**src/design/mstt_pkg.sv**
```systemverilog
// Shared types, codes and defaults for the multi-slot timer table.
package mstt_pkg;

  localparam int unsigned SLOT_COUNT_DEF = 16;
  localparam logic [9:0]  DUE_CAP        = 10'd1000;

  typedef enum logic [1:0] {
    REQ_ARM_ONCE     = 2'd0,
    REQ_ARM_PERIODIC = 2'd1,
    REQ_CANCEL       = 2'd2,
    REQ_TICK         = 2'd3
  } req_e;

  typedef enum logic [1:0] {
    STAT_DONE  = 2'd0,
    STAT_FULL  = 2'd1,
    STAT_FIRED = 2'd2,
    STAT_NONE  = 2'd3
  } stat_e;

  // Controller to datapath
  typedef struct packed {
    logic load;
    logic arm_step;
    logic cancel;
    logic tick_step;
    logic out_load;
  } cmd_t;

  // Datapath to controller
  typedef struct packed {
    req_e in_req;
    logic arm_done;
    logic tick_done;
    logic out_free;
  } sts_t;

endpackage

```
**src/design/mstt_in_if.sv**
```systemverilog
// Request channel interface of the multi-slot timer table.
interface mstt_in_if;
  logic              valid;
  logic              ready;
  logic [1:0]        req_type;
  logic signed [31:0] delay_ms;
  logic [7:0]        slot_id;
  logic [31:0]       current_time;

  modport source (output valid, output req_type, output delay_ms, output slot_id,
                  output current_time, input ready);
  modport sink   (input valid, input req_type, input delay_ms, input slot_id,
                  input current_time, output ready);
endinterface

```
**src/design/mstt_out_if.sv**
```systemverilog
// Result channel interface of the multi-slot timer table.
interface mstt_out_if;
  logic       valid;
  logic       ready;
  logic [1:0] status;
  logic [3:0] slot_index;
  logic [9:0] next_due_in;
  logic       any_active;

  modport source (output valid, output status, output slot_index, output next_due_in,
                  output any_active, input ready);
  modport sink   (input valid, input status, input slot_index, input next_due_in,
                  input any_active, output ready);
endinterface

```
**src/design/mstt_ctrl.sv**
```systemverilog
// Sequencing state machine of the multi-slot timer table.
module mstt_ctrl (
  input  logic             clk_i,
  input  logic             rst_ni,
  input  logic             in_valid_i,
  output logic             in_ready_o,
  input  mstt_pkg::sts_t   sts_i,
  output mstt_pkg::cmd_t   cmd_o
);

  localparam logic [2:0] S_IDLE   = 3'd0;
  localparam logic [2:0] S_ARM    = 3'd1;
  localparam logic [2:0] S_CANCEL = 3'd2;
  localparam logic [2:0] S_TICK   = 3'd3;
  localparam logic [2:0] S_EMIT   = 3'd4;

  logic [2:0] state_q, state_d;

  assign in_ready_o = (state_q == S_IDLE);

  always_comb begin
    cmd_o   = '0;
    state_d = state_q;
    case (state_q)
      S_IDLE: begin
        if (in_valid_i) begin
          cmd_o.load = 1'b1;
          case (sts_i.in_req)
            mstt_pkg::REQ_ARM_ONCE,
            mstt_pkg::REQ_ARM_PERIODIC: state_d = S_ARM;
            mstt_pkg::REQ_CANCEL:       state_d = S_CANCEL;
            default:                    state_d = S_TICK;
          endcase
        end
      end
      S_ARM: begin
        cmd_o.arm_step = 1'b1;
        if (sts_i.arm_done) state_d = S_EMIT;
      end
      S_CANCEL: begin
        cmd_o.cancel = 1'b1;
        state_d      = S_EMIT;
      end
      S_TICK: begin
        cmd_o.tick_step = 1'b1;
        if (sts_i.tick_done) state_d = S_EMIT;
      end
      S_EMIT: begin
        if (sts_i.out_free) begin
          cmd_o.out_load = 1'b1;
          state_d        = S_IDLE;
        end
      end
      default: state_d = S_IDLE;
    endcase
  end

  always_ff @(posedge clk_i or negedge rst_ni) begin
    if (!rst_ni) begin
      state_q <= S_IDLE;
    end else begin
      state_q <= state_d;
    end
  end

endmodule

```
**src/design/mstt_dp.sv**
```systemverilog
// Slot storage, scan datapath and result registers of the multi-slot timer table.
module mstt_dp #(
  parameter int unsigned SLOT_COUNT = mstt_pkg::SLOT_COUNT_DEF
) (
  input  logic               clk_i,
  input  logic               rst_ni,
  input  logic [1:0]         req_type_i,
  input  logic signed [31:0] delay_ms_i,
  input  logic [7:0]         slot_id_i,
  input  logic [31:0]        current_time_i,
  input  logic               out_ready_i,
  output logic               out_valid_o,
  output logic [1:0]         status_o,
  output logic [3:0]         slot_index_o,
  output logic [9:0]         next_due_in_o,
  output logic               any_active_o,
  input  mstt_pkg::cmd_t     cmd_i,
  output mstt_pkg::sts_t     sts_o
);

  localparam int unsigned IDX_W = (SLOT_COUNT > 1) ? $clog2(SLOT_COUNT) : 1;
  localparam int unsigned CNT_W = $clog2(SLOT_COUNT + 1);

  // Captured request
  mstt_pkg::req_e     req_q;
  logic signed [31:0] dly_q;
  logic [7:0]         sid_q;
  logic [31:0]        now_q;

  // Slot occupancy and slot memories
  logic [SLOT_COUNT-1:0] used_q;
  logic [63:0]           due_mem [SLOT_COUNT];
  logic [31:0]           per_mem [SLOT_COUNT];
  logic                  rep_mem [SLOT_COUNT];
  logic [63:0]           due_rd_q;
  logic [31:0]           per_rd_q;
  logic                  rep_rd_q;

  // Scan state
  logic [CNT_W-1:0] rd_idx_q;
  logic [IDX_W-1:0] chk_idx_q;
  logic             chk_vld_q;
  logic [9:0]       best_q;
  logic             any_q;

  // Result and output registers
  mstt_pkg::stat_e res_status_q;
  logic [3:0]      res_idx_q;
  logic [9:0]      res_due_q;
  logic            res_any_q;
  logic            out_valid_q;
  mstt_pkg::stat_e out_status_q;
  logic [3:0]      out_idx_q;
  logic [9:0]      out_due_q;
  logic            out_any_q;

  logic [IDX_W-1:0] rd_addr;
  logic             rd_at_end;
  logic             arm_done;
  logic             arm_wr;
  logic [63:0]      diff;
  logic             expired;
  logic             chk_used;
  logic             hit;
  logic             scan_done;
  logic             fire_wr;
  logic             fire_free;
  logic [63:0]      arm_due;
  logic [63:0]      fire_due;
  logic             sid_ok;
  logic             periodic;
  logic             due_we;
  logic [IDX_W-1:0] wr_addr;
  logic [63:0]      wr_due;
  logic             out_free;

  assign rd_addr   = rd_idx_q[IDX_W-1:0];
  assign rd_at_end = (rd_idx_q == CNT_W'(SLOT_COUNT));
  assign arm_done  = rd_at_end || !used_q[rd_addr];
  assign arm_wr    = cmd_i.arm_step && !rd_at_end && !used_q[rd_addr];

  assign diff      = due_rd_q - {32'd0, now_q};
  assign expired   = (diff == 64'd0) || diff[63];
  assign chk_used  = chk_vld_q && used_q[chk_idx_q];
  assign hit       = chk_used && expired;
  assign scan_done = rd_at_end && !chk_vld_q;
  assign fire_wr   = cmd_i.tick_step && hit && rep_rd_q;
  assign fire_free = cmd_i.tick_step && hit && !rep_rd_q;

  assign arm_due   = {32'd0, now_q} + {{32{dly_q[31]}}, dly_q};
  assign fire_due  = due_rd_q + {{32{per_rd_q[31]}}, per_rd_q};
  assign sid_ok    = ({1'b0, sid_q} < 9'(SLOT_COUNT));
  assign periodic  = (req_q == mstt_pkg::REQ_ARM_PERIODIC);

  assign due_we    = arm_wr || fire_wr;
  assign wr_addr   = arm_wr ? rd_addr : chk_idx_q;
  assign wr_due    = arm_wr ? arm_due : fire_due;

  assign out_free  = !out_valid_q || out_ready_i;

  assign sts_o.in_req    = mstt_pkg::req_e'(req_type_i);
  assign sts_o.arm_done  = arm_done;
  assign sts_o.tick_done = hit || scan_done;
  assign sts_o.out_free  = out_free;

  assign out_valid_o   = out_valid_q;
  assign status_o      = out_status_q;
  assign slot_index_o  = out_idx_q;
  assign next_due_in_o = out_due_q;
  assign any_active_o  = out_any_q;

  // Capture the request beat
  always_ff @(posedge clk_i) begin
    if (cmd_i.load) begin
      req_q <= mstt_pkg::req_e'(req_type_i);
      dly_q <= delay_ms_i;
      sid_q <= slot_id_i;
      now_q <= current_time_i;
    end
  end

  // Slot memories: one write port, one registered read port
  always_ff @(posedge clk_i) begin
    if (due_we) due_mem[wr_addr] <= wr_due;
    if (arm_wr) begin
      per_mem[wr_addr] <= periodic ? dly_q : 32'd0;
      rep_mem[wr_addr] <= periodic;
    end
    due_rd_q <= due_mem[rd_addr];
    per_rd_q <= per_mem[rd_addr];
    rep_rd_q <= rep_mem[rd_addr];
  end

  always_ff @(posedge clk_i or negedge rst_ni) begin
    if (!rst_ni) begin
      used_q <= '0;
    end else begin
      if (arm_wr) used_q[rd_addr] <= 1'b1;
      if (cmd_i.cancel && sid_ok) used_q[sid_q[IDX_W-1:0]] <= 1'b0;
      if (fire_free) used_q[chk_idx_q] <= 1'b0;
    end
  end

  always_ff @(posedge clk_i or negedge rst_ni) begin
    if (!rst_ni) begin
      rd_idx_q  <= '0;
      chk_idx_q <= '0;
      chk_vld_q <= 1'b0;
      best_q    <= mstt_pkg::DUE_CAP;
      any_q     <= 1'b0;
    end else if (cmd_i.load) begin
      rd_idx_q  <= '0;
      chk_vld_q <= 1'b0;
      best_q    <= mstt_pkg::DUE_CAP;
      any_q     <= 1'b0;
    end else if (cmd_i.arm_step) begin
      if (!arm_done) rd_idx_q <= rd_idx_q + CNT_W'(1);
    end else if (cmd_i.tick_step && !hit && !scan_done) begin
      // advance the read address and check the slot read last cycle
      if (!rd_at_end) rd_idx_q <= rd_idx_q + CNT_W'(1);
      chk_vld_q <= !rd_at_end;
      chk_idx_q <= rd_addr;
      if (chk_used) begin
        any_q <= 1'b1;
        if (diff < {54'd0, best_q}) best_q <= diff[9:0];
      end
    end
  end

  always_ff @(posedge clk_i) begin
    if (cmd_i.arm_step && arm_done) begin
      res_status_q <= rd_at_end ? mstt_pkg::STAT_FULL : mstt_pkg::STAT_DONE;
      res_idx_q    <= rd_at_end ? 4'd0 : 4'(rd_addr);
      res_due_q    <= 10'd0;
      res_any_q    <= 1'b0;
    end else if (cmd_i.cancel) begin
      res_status_q <= mstt_pkg::STAT_DONE;
      res_idx_q    <= 4'd0;
      res_due_q    <= 10'd0;
      res_any_q    <= 1'b0;
    end else if (cmd_i.tick_step && hit) begin
      res_status_q <= mstt_pkg::STAT_FIRED;
      res_idx_q    <= 4'(chk_idx_q);
      res_due_q    <= 10'd0;
      res_any_q    <= 1'b1;
    end else if (cmd_i.tick_step && scan_done) begin
      res_status_q <= mstt_pkg::STAT_NONE;
      res_idx_q    <= 4'd0;
      res_due_q    <= best_q;
      res_any_q    <= any_q;
    end
  end

  always_ff @(posedge clk_i or negedge rst_ni) begin
    if (!rst_ni) begin
      out_valid_q <= 1'b0;
    end else if (cmd_i.out_load) begin
      out_valid_q <= 1'b1;
    end else if (out_ready_i) begin
      out_valid_q <= 1'b0;
    end
  end

  always_ff @(posedge clk_i) begin
    if (cmd_i.out_load) begin
      out_status_q <= res_status_q;
      out_idx_q    <= res_idx_q;
      out_due_q    <= res_due_q;
      out_any_q    <= res_any_q;
    end
  end

endmodule

```
**src/design/multi_slot_timer_table.sv**
```systemverilog
// Cancel clears the named slot flag if the slot number is in range; arm checks one slot flag per
// cycle for the lowest free slot; tick scans the slots through the single read port of the slot
// memory (one slot per cycle, read data registered). One request beat is in flight at a time;
// the next request beat is taken once the result sits in the output register, even if it is not yet taken.
// Reset: slot occupancy flags clear at once, no clearing pass; due time, period and
// repeat memories are left as they are and their contents are only used for occupied slots.
module multi_slot_timer_table #(
  parameter int unsigned SLOT_COUNT = mstt_pkg::SLOT_COUNT_DEF
) (
  input  logic       clk_i,
  input  logic       rst_ni,
  mstt_in_if.sink    in_i,
  mstt_out_if.source out_o
);

  // Command and status bundles between the sequencer and the datapath
  mstt_pkg::cmd_t cmd;
  mstt_pkg::sts_t sts;

  // Sequencer: decode the request beat, then run the cancel, step the arm search or the tick scan,
  // and hold the finished result until the output register is free
  mstt_ctrl u_ctrl (
    .clk_i      (clk_i),
    .rst_ni     (rst_ni),
    .in_valid_i (in_i.valid),
    .in_ready_o (in_i.ready),
    .sts_i      (sts),
    .cmd_o      (cmd)
  );

  // Datapath: slot flags, slot memories, expiry compare, nearest-expiry minimum,
  // periodic advance and the result/output registers
  mstt_dp #(
    .SLOT_COUNT (SLOT_COUNT)
  ) u_dp (
    .clk_i          (clk_i),
    .rst_ni         (rst_ni),
    .req_type_i     (in_i.req_type),
    .delay_ms_i     (in_i.delay_ms),
    .slot_id_i      (in_i.slot_id),
    .current_time_i (in_i.current_time),
    .out_ready_i    (out_o.ready),
    .out_valid_o    (out_o.valid),
    .status_o       (out_o.status),
    .slot_index_o   (out_o.slot_index),
    .next_due_in_o  (out_o.next_due_in),
    .any_active_o   (out_o.any_active),
    .cmd_i          (cmd),
    .sts_o          (sts)
  );

endmodule

```
**src/flat_wrapper.sv**
```systemverilog
// flat-port wrapper written by rule: the top's interface ports become plain ports
module multi_slot_timer_table_flat 
#(
  parameter int unsigned SLOT_COUNT = mstt_pkg::SLOT_COUNT_DEF
)
  (clk_i, rst_ni, in_i_valid, in_i_req_type, in_i_delay_ms, in_i_slot_id, in_i_current_time, in_i_ready, out_o_valid, out_o_status, out_o_slot_index, out_o_next_due_in, out_o_any_active, out_o_ready);
  mstt_in_if in_i_i ();
  mstt_out_if out_o_i ();
  input  logic clk_i;
  input  logic rst_ni;
  input wire logic [$bits(in_i_i.valid)-1:0] in_i_valid;
  input wire logic [$bits(in_i_i.req_type)-1:0] in_i_req_type;
  input wire logic [$bits(in_i_i.delay_ms)-1:0] in_i_delay_ms;
  input wire logic [$bits(in_i_i.slot_id)-1:0] in_i_slot_id;
  input wire logic [$bits(in_i_i.current_time)-1:0] in_i_current_time;
  output wire logic [$bits(in_i_i.ready)-1:0] in_i_ready;
  output wire logic [$bits(out_o_i.valid)-1:0] out_o_valid;
  output wire logic [$bits(out_o_i.status)-1:0] out_o_status;
  output wire logic [$bits(out_o_i.slot_index)-1:0] out_o_slot_index;
  output wire logic [$bits(out_o_i.next_due_in)-1:0] out_o_next_due_in;
  output wire logic [$bits(out_o_i.any_active)-1:0] out_o_any_active;
  input wire logic [$bits(out_o_i.ready)-1:0] out_o_ready;
  assign in_i_i.valid = in_i_valid;
  assign in_i_i.req_type = in_i_req_type;
  assign in_i_i.delay_ms = in_i_delay_ms;
  assign in_i_i.slot_id = in_i_slot_id;
  assign in_i_i.current_time = in_i_current_time;
  assign in_i_ready = in_i_i.ready;
  assign out_o_valid = out_o_i.valid;
  assign out_o_status = out_o_i.status;
  assign out_o_slot_index = out_o_i.slot_index;
  assign out_o_next_due_in = out_o_i.next_due_in;
  assign out_o_any_active = out_o_i.any_active;
  assign out_o_i.ready = out_o_ready;
  multi_slot_timer_table #(.SLOT_COUNT(SLOT_COUNT)) u_core (.clk_i(clk_i), .rst_ni(rst_ni), .in_i(in_i_i), .out_o(out_o_i));
endmodule
```
**config.mk**
```make
export PLATFORM = sky130hd
export DESIGN_NAME = multi_slot_timer_table_flat
export DESIGN_NICKNAME = d
export VERILOG_FILES = /design/src/design/mstt_pkg.sv /design/src/design/mstt_in_if.sv /design/src/design/mstt_out_if.sv /design/src/design/mstt_ctrl.sv /design/src/design/mstt_dp.sv /design/src/design/multi_slot_timer_table.sv /design/src/flat_wrapper.sv
export SDC_FILE = /design/constraint.sdc
export NUM_CORES = 2
export LEC_CHECK = 0
export BUFFER_PORTS_ARGS = -buffer_cell sky130_fd_sc_hd__buf_2
export CAP_MARGIN = 15
export CORE_UTILIZATION = 50
export CTS_CLUSTER_DIAMETER = 150
export DETAILED_ROUTE_END_ITERATION = 8
export PLACE_DENSITY = 0.71
export SETUP_SLACK_MARGIN = 0.4
export SYNTH_ARGS = -nofsm -noshare
export SYNTH_HDL_FRONTEND = slang
export SYNTH_HIERARCHICAL = 1
export SYNTH_SLANG_ARGS = --single-unit
```
**constraint.sdc**
```tcl
create_clock -name clk_i -period 10.92 [get_ports clk_i]
set_clock_uncertainty 0.15 [all_clocks]
set_input_delay 1.092 -clock clk_i [delete_from_list [all_inputs] [get_ports clk_i]]
set_output_delay 1.092 -clock clk_i [all_outputs]
set_load 0.01 [all_outputs]
```
* After elaboration in Yosys (flattened, before gate mapping)
Memory sizes are Yosys's and may differ from the RTL's. A register that Yosys moved wholly into a read port is not among the register bits.
Cells that the tools add are included.
** Word-level totals
- Bits of input ports :: 78
- Bits in read-only memories :: 0
- RAM bits :: 1552
- Register bits after elaboration :: 149
- Logic and storage cells :: 168
- Bits in latches :: 0
- Memories kept :: 3
** Operators by class
- Add/sub/neg operators :: 4
- Multiplexer cells :: 64
- Shift-type cells :: 0
- Div/mod/pow operators :: 0
- Equal/unequal tests :: 15
- Order comparisons :: 8
- Multiply operators :: 0
- Bitwise gates (word level) :: 7
- Reduce and logical (&&, ||, !) cells :: 47
** Memory list
- u_core.u_dp.due_mem :: depth 16, bits a word 64, rd ports 1, clocked after Yosys merged registers in 1, write ports 1, RTL line mstt_dp.sv:32 : logic [63:0] due_mem [SLOT_COUNT];
- u_core.u_dp.per_mem :: depth 16, bits a word 32, rd ports 1, clocked after Yosys merged registers in 1, write ports 1, RTL line mstt_dp.sv:33 : logic [31:0] per_mem [SLOT_COUNT];
- u_core.u_dp.rep_mem :: depth 16, bits a word 1, rd ports 1, clocked after Yosys merged registers in 1, write ports 1, RTL line mstt_dp.sv:34 : logic rep_mem [SLOT_COUNT];
** Operators by type and width (count)
- $add 64x64->64 :: 1
- $logic_not 64->1 :: 1
- $lt 64x10->1 :: 1
- $mux 64 :: 1
- $sub 64x32->64 :: 1
- $mux 10 :: 5
- $mux 16 :: 3
- $add 33x32->34 :: 1
- $and 16x16->16 :: 2
- $mux 32 :: 1
- $not 16->16 :: 2
- $mux 1 :: 28
- $mux 5 :: 5
- $mux 4 :: 6
- $logic_and 1x1->1 :: 16
- $or 16x16->16 :: 1
- $lt 4x5->1 const B :: 3
- $pmux 3 s5 :: 1
- $demux 1 s4 :: 3
- $ge 4x1->1 const B :: 3
- $mux 3 :: 4
- $reduce_bool 2->1 :: 5
- $reduce_and 3->1 :: 3
- $bmux 1 s4 :: 2
- 24 further kinds :: 46

* Depth between registers and ports, before layout
- Depth in word-level cells :: 10
- Gate-level depth with buffers :: 19
- Mapped depth without buffers :: 17

* By module
Netlist, hierarchy kept.
** By module, submodules not included
- mstt_dp :: seq. area each 52638.0 um^2, cells each 4181, times used 1, area each 75613.8 um^2
- mstt_ctrl :: seq. area each 75.1 um^2, cells each 23, times used 1, area each 232.7 um^2

* Least setup slack after synthesis
No wires, ideal clock.
- Kind :: register to register
- Start :: register u_core.u_dp.now_q[0]
- End :: memory u_core.u_dp.due_mem[15][0] (enable)
- Library setup time :: 585 ps
- Path buffers :: 1
- Path slack :: 1727 ps
- Clock period less this slack :: 9193 ps
- Arrival time :: 8459 ps
- Data required time :: 10185 ps
- Stages on the path, launching flop included :: 17
- Cell sequence :: edfxtp_1 -> ha_1 -> inv_1 -> fa_1 -> a211oi_1 -> o21ai_0 -> a22oi_1 -> a21oi_1 -> o2111a_1 -> a311oi_1 -> nand4_1 -> or4_1 -> nor2_1 -> a21o_1 -> nand2_1 -> buf_2 -> o32ai_1
** Between the ends
- Cells in the longest elaborated chain, start to end :: 9
** Ends and longest elaborated chain
- from (decl) :: RTL line mstt_dp.sv:28 : logic [31:0] now_q;
- from (signal assigned) :: RTL line mstt_dp.sv:118 : now_q <= current_time_i;
- $sub 64x32->64 (*) :: RTL line mstt_dp.sv:82 : assign diff = due_rd_q - {32'd0, now_q};
- $logic_not 64->1 :: RTL line mstt_dp.sv:83 : assign expired = (diff == 64'd0) || diff[63];
- $logic_or 1x1->1 (*) :: RTL line mstt_dp.sv:83
- $logic_and 1x1->1 (*) :: RTL line mstt_dp.sv:85 : assign hit = chk_used && expired;
- $logic_and 1x1->1 (*) (2 in series) :: RTL line mstt_dp.sv:87 : assign fire_wr = cmd_i.tick_step && hit && rep_rd_q;
- $logic_or 1x1->1 (*) :: RTL line mstt_dp.sv:95 : assign due_we = arm_wr || fire_wr;
- $mux 1 (*) :: RTL line mstt_dp.sv:124 : if (due_we) due_mem[wr_addr] <= wr_due;
- $mux 1 (not written as such) (*) :: RTL line mstt_dp.sv:124
- to (decl) :: RTL line mstt_dp.sv:32
Every way passes the cells marked *; elsewhere a longest branch is shown, timed or not.

* Final worst setup path
- Start :: register u_core.u_dp.now_q[31]
- End :: memory u_core.u_dp.due_mem[4][2] (enable)
The elaborated chain is that of the path after synthesis.

==> results.yml <==
outcome:
  outcome: "complete, no violations"
clock_tree:
  clk_path_buf_depth: 3
  post_cts_buffers: 0
  cts-root-buf: "clkbuf_16"
  worstSkewPairLatency_ns: 0.82
  hold_buffers: 0
  cts_made_buffers: 178
  cts.sinks: 1798
  clkSlewWorstSetupHoldPaths_ns: 0.06
  cts_tree: "yes"
  htree_levels: 4
  cts_resized: 0
timing:
  fmax_ghz: 0.124
  final-setup-viol-count: 0
  setup_ws_ns: 2.87
  finalSetupTns_ns: 0
  final_hold_viol_count: 0
  slew_violations: 0
  relSlewSlack: 0.108
  fin_crit_ns: 8.05
  rsz0062_at_grt: "no"
  worst_pin_slew_ns: 1.33
  fin_crit_sh: 0.737
yosys:
  ys.flop_type: "edfxtp_1"
  ys_seq_area_frac: 0.695
  yosysTopAreaCell: "edfxtp_1"
  yosys_register_bits: 1798
  syn_nets: 4426
  netlist_area_mm2: 0.0758
  synth_top_area_share: 0.653
  syn_inst: 4204
  synth_most_common_cell: "edfxtp_1"
  synth_edf_count: 1649
  syn_area_per_cell_um2: 18.0
  yosys.cell_types.count: 90
  yosys-top-cells-area: "edfxtp_1 65%, mux4_2 15%, dfxtp_1 2.9%"
  async_reset_ff_frac: 0.0228
  yosys_warnings: 6
  synth_commonest_cells: "1649 x edfxtp_1, 493 x mux4_2, 191 x a21oi_1"
critical_path:
  cp-start-kind: "flop"
  r2r_cells: 15
  endpoint_kind: "flop"
  cp-startpoint: "u_core/u_dp/now_q[31]"
  cp.buffers_inverters: 2
  critPathKind: "flop to flop"
  rrSetupSlack_ns: 2.87
  arrival_ns: 8.31
  r2r-start: "u_core/u_dp/now_q[31]"
  required_ns: 11.18
  crit_fanout: 52
  path_delay_family: "compound AO/OA/AOI/OAI gates"
  path_cells: "inv_1, ha_1, a211o_1, a31oi_1, o21ai_0, a2111oi_0, nor4bb_1, nand4_1, a2111oi_0, nand4_1, nor2_1, a21o_1, nand2_1, o32ai_4, buf_4"
  timing.rr.end: "u_core/u_dp/due_mem[4][2]"
  cpPeakStageDelay_ns: 0.93
  critical-path-slowest-cell: "o32ai_4"
floorplan:
  rows: 142
  initial_utilization: 0.505
  die_area_mm2: 0.153
  dieWidth_um: 391
  die_h_um: 391
  core_area_mm2: 0.150
  io_pins: 97
grt:
  grt_max_degree: 115
  grt_pass1_vias: 41400
  grt_use_met2: 0.435
  grt-busiest-layer: "met2"
  grt_use_met3: 0.0506
  grt_pass1_wl_mm: 294
  grt_antenna_before_repair: 8
  overflow: 0
  track_usage: 0.268
  met1_usage: 0.371
layout:
  nNetsFinal: 4635
  multiInputGateArea_mm2: 0.0224
  drive_gt1_frac: 0.237
  seqCellArea_mm2: 0.0527
  fill_cells: 11200
  syn2layout_area_growth_pct: 12.4
place:
  place_congestion: 1.02
  dp_hpwl_mm: 130
  pre_cts_slack_ns: 3.08
  io_buffers: 96
routing:
  routed_wl_mm: 203
  routedWlPerCell_um: 30.8
  first_iter_violations: 4616
  drc: 0
  avgViaCountPerCell: 6.36
  via_count: 41900
  dr.pass1.iters: 6
  ant_nets: 0
min_path:
  whs_path_depth: 0
  min_from: "u_core/u_dp/res_idx_q[3]"
  min_to: "u_core/u_dp/slot_index_o[3]"
  hold_path_class: "flop to flop"
power:
  powerDensity_mw_per_mm2: 261
  peakVddDrop_mv: 0.157
  leakagePower_nw: 27.4
run:
  drv_cap: 0
## stage by stage
step / instance area (um^2) / cells / hold WS, ns / util / power [mW]
2_1_floorplan: 75800 / 4204 / 0.250 / - / 13.7
4_1_cts: 85100 / 6574 / 0.231 / 0.567 / 22.3
3_5_place_dp: 79400 / 6241 / 0.262 / 0.529 / 16.3
6_report: 85200 / 6585 / 0.276 / 0.568 / 22.3
3_3_place_gp: 79400 / 6238 / 0.261 / 0.529 / 16.2
5_1_grt: 85200 / 6582 / 0.253 / 0.568 / 23.1
## per-layer routing
metal | part of all wire | routed length [um]
met1 | 0.41 | 82100
met2 | 0.49 | 99200
met4 | 0.030 | 6090
met3 | 0.074 | 15000
met5 | 0.00028 | 57
## worst register-to-register path, cell delays in order (launching register included)
cell	delay, ns
edfxtp_1	0.35
inv_1	0.08
ha_1	0.52
a211o_1	0.42
a31oi_1	0.36
o21ai_0	0.42
a2111oi_0	0.55
nor4bb_1	0.40
nand4_1	0.16
a2111oi_0	0.82
nand4_1	0.43
nor2_1	0.29
a21o_1	0.26
nand2_1	0.56
o32ai_4	0.94
buf_4	0.84
## how the worst max path moves through the flow
stage	slack, ns	endpoint	depth (start not counted)
5_1_grt	2.55	u_core/u_dp/due_mem[4][2]	15
6_report	2.87	u_core/u_dp/due_mem[4][2]	15
2_1_floorplan	1.73	u_core/u_dp/due_mem[15][0]	16
3_5_place_dp	3.08	u_core/u_dp/due_mem[4][7]	15
4_1_cts	3.06	u_core/u_dp/due_mem[6][14]	15
3_3_place_gp	3.08	u_core/u_dp/due_mem[4][5]	15
## layout make-up
type,instances,area share
diodes,3,0.0000881
clock buffers,251,0.0583
clock inverters,82,0.00932
inverters,86,0.00379
multi-input cells,2130,0.263
flip-flops and latches,1798,0.619
well taps,2016,0.0296
repair buffers,219,0.0168
## registers in the layout, indices dropped and copies added (netlist names), 16 cells and up
signal / count
u_core/u_dp/rep_mem: 16
u_core/u_dp/due_rd_q: 64
u_core/u_dp/due_mem: 1024
u_core/u_dp/per_rd_q: 32
u_core/u_dp/per_mem: 512
u_core/u_dp/used_q: 16
u_core/u_dp/now_q: 32
u_core/u_dp/dly_q: 32
## cell usage in the layout, fill, tap and decap left out, types with 15 or more instances in the layout
master,instances
inv_1,86
o21ai_0,106
clkbuf_8,23
mux2i_1,21
or3_1,16
clkinv_2,32
nor2b_1,26
mux4_2,493
buf_2,96
nand2_1,178
clkbuf_1,50
xor2_1,33
edfxtp_1,1649
xnor2_1,63
nor4_1,22
a31oi_1,19
nand2b_1,37
a21o_1,59
o21a_1,29
ha_1,141
and2_1,45
a21oi_1,183
nor3_1,53
clkinv_1,18
o21bai_1,15
nand4_1,46
o211ai_1,19
buf_4,118
nor2_4,16
dfxtp_1,108
nor2_1,143
clkbuf_16,179
nand3_1,50
and3_1,16
dfrtp_1,31
o21ai_1,15
## logic make-up (layout without fill, tap and decap cells)
group / after synthesis / count (layout) / share of synthesized area
flip-flops: 1798 / 1798 / 0.695
AND/OR/NAND/NOR: 728 / 728 / 0.0493
AO/OA/AOI/OAI: 633 / 633 / 0.0549
multiplexers: 529 / 529 / 0.151
buffers and inverters: 276 / 638 / 0.0142
adder cells (fa/ha/maj): 144 / 144 / 0.0241
XOR/XNOR: 96 / 96 / 0.0111
other: 0 / 3 / 0
## power breakdown
part | switching (mW) | internal (mW) | total, mW
logic | 4.37 | 2.30 | 6.68
registers | 0.339 | 9.31 | 9.65
clock network | 2.62 | 3.33 | 5.95
No activity file was read; power rests on OpenSTA's default activity.
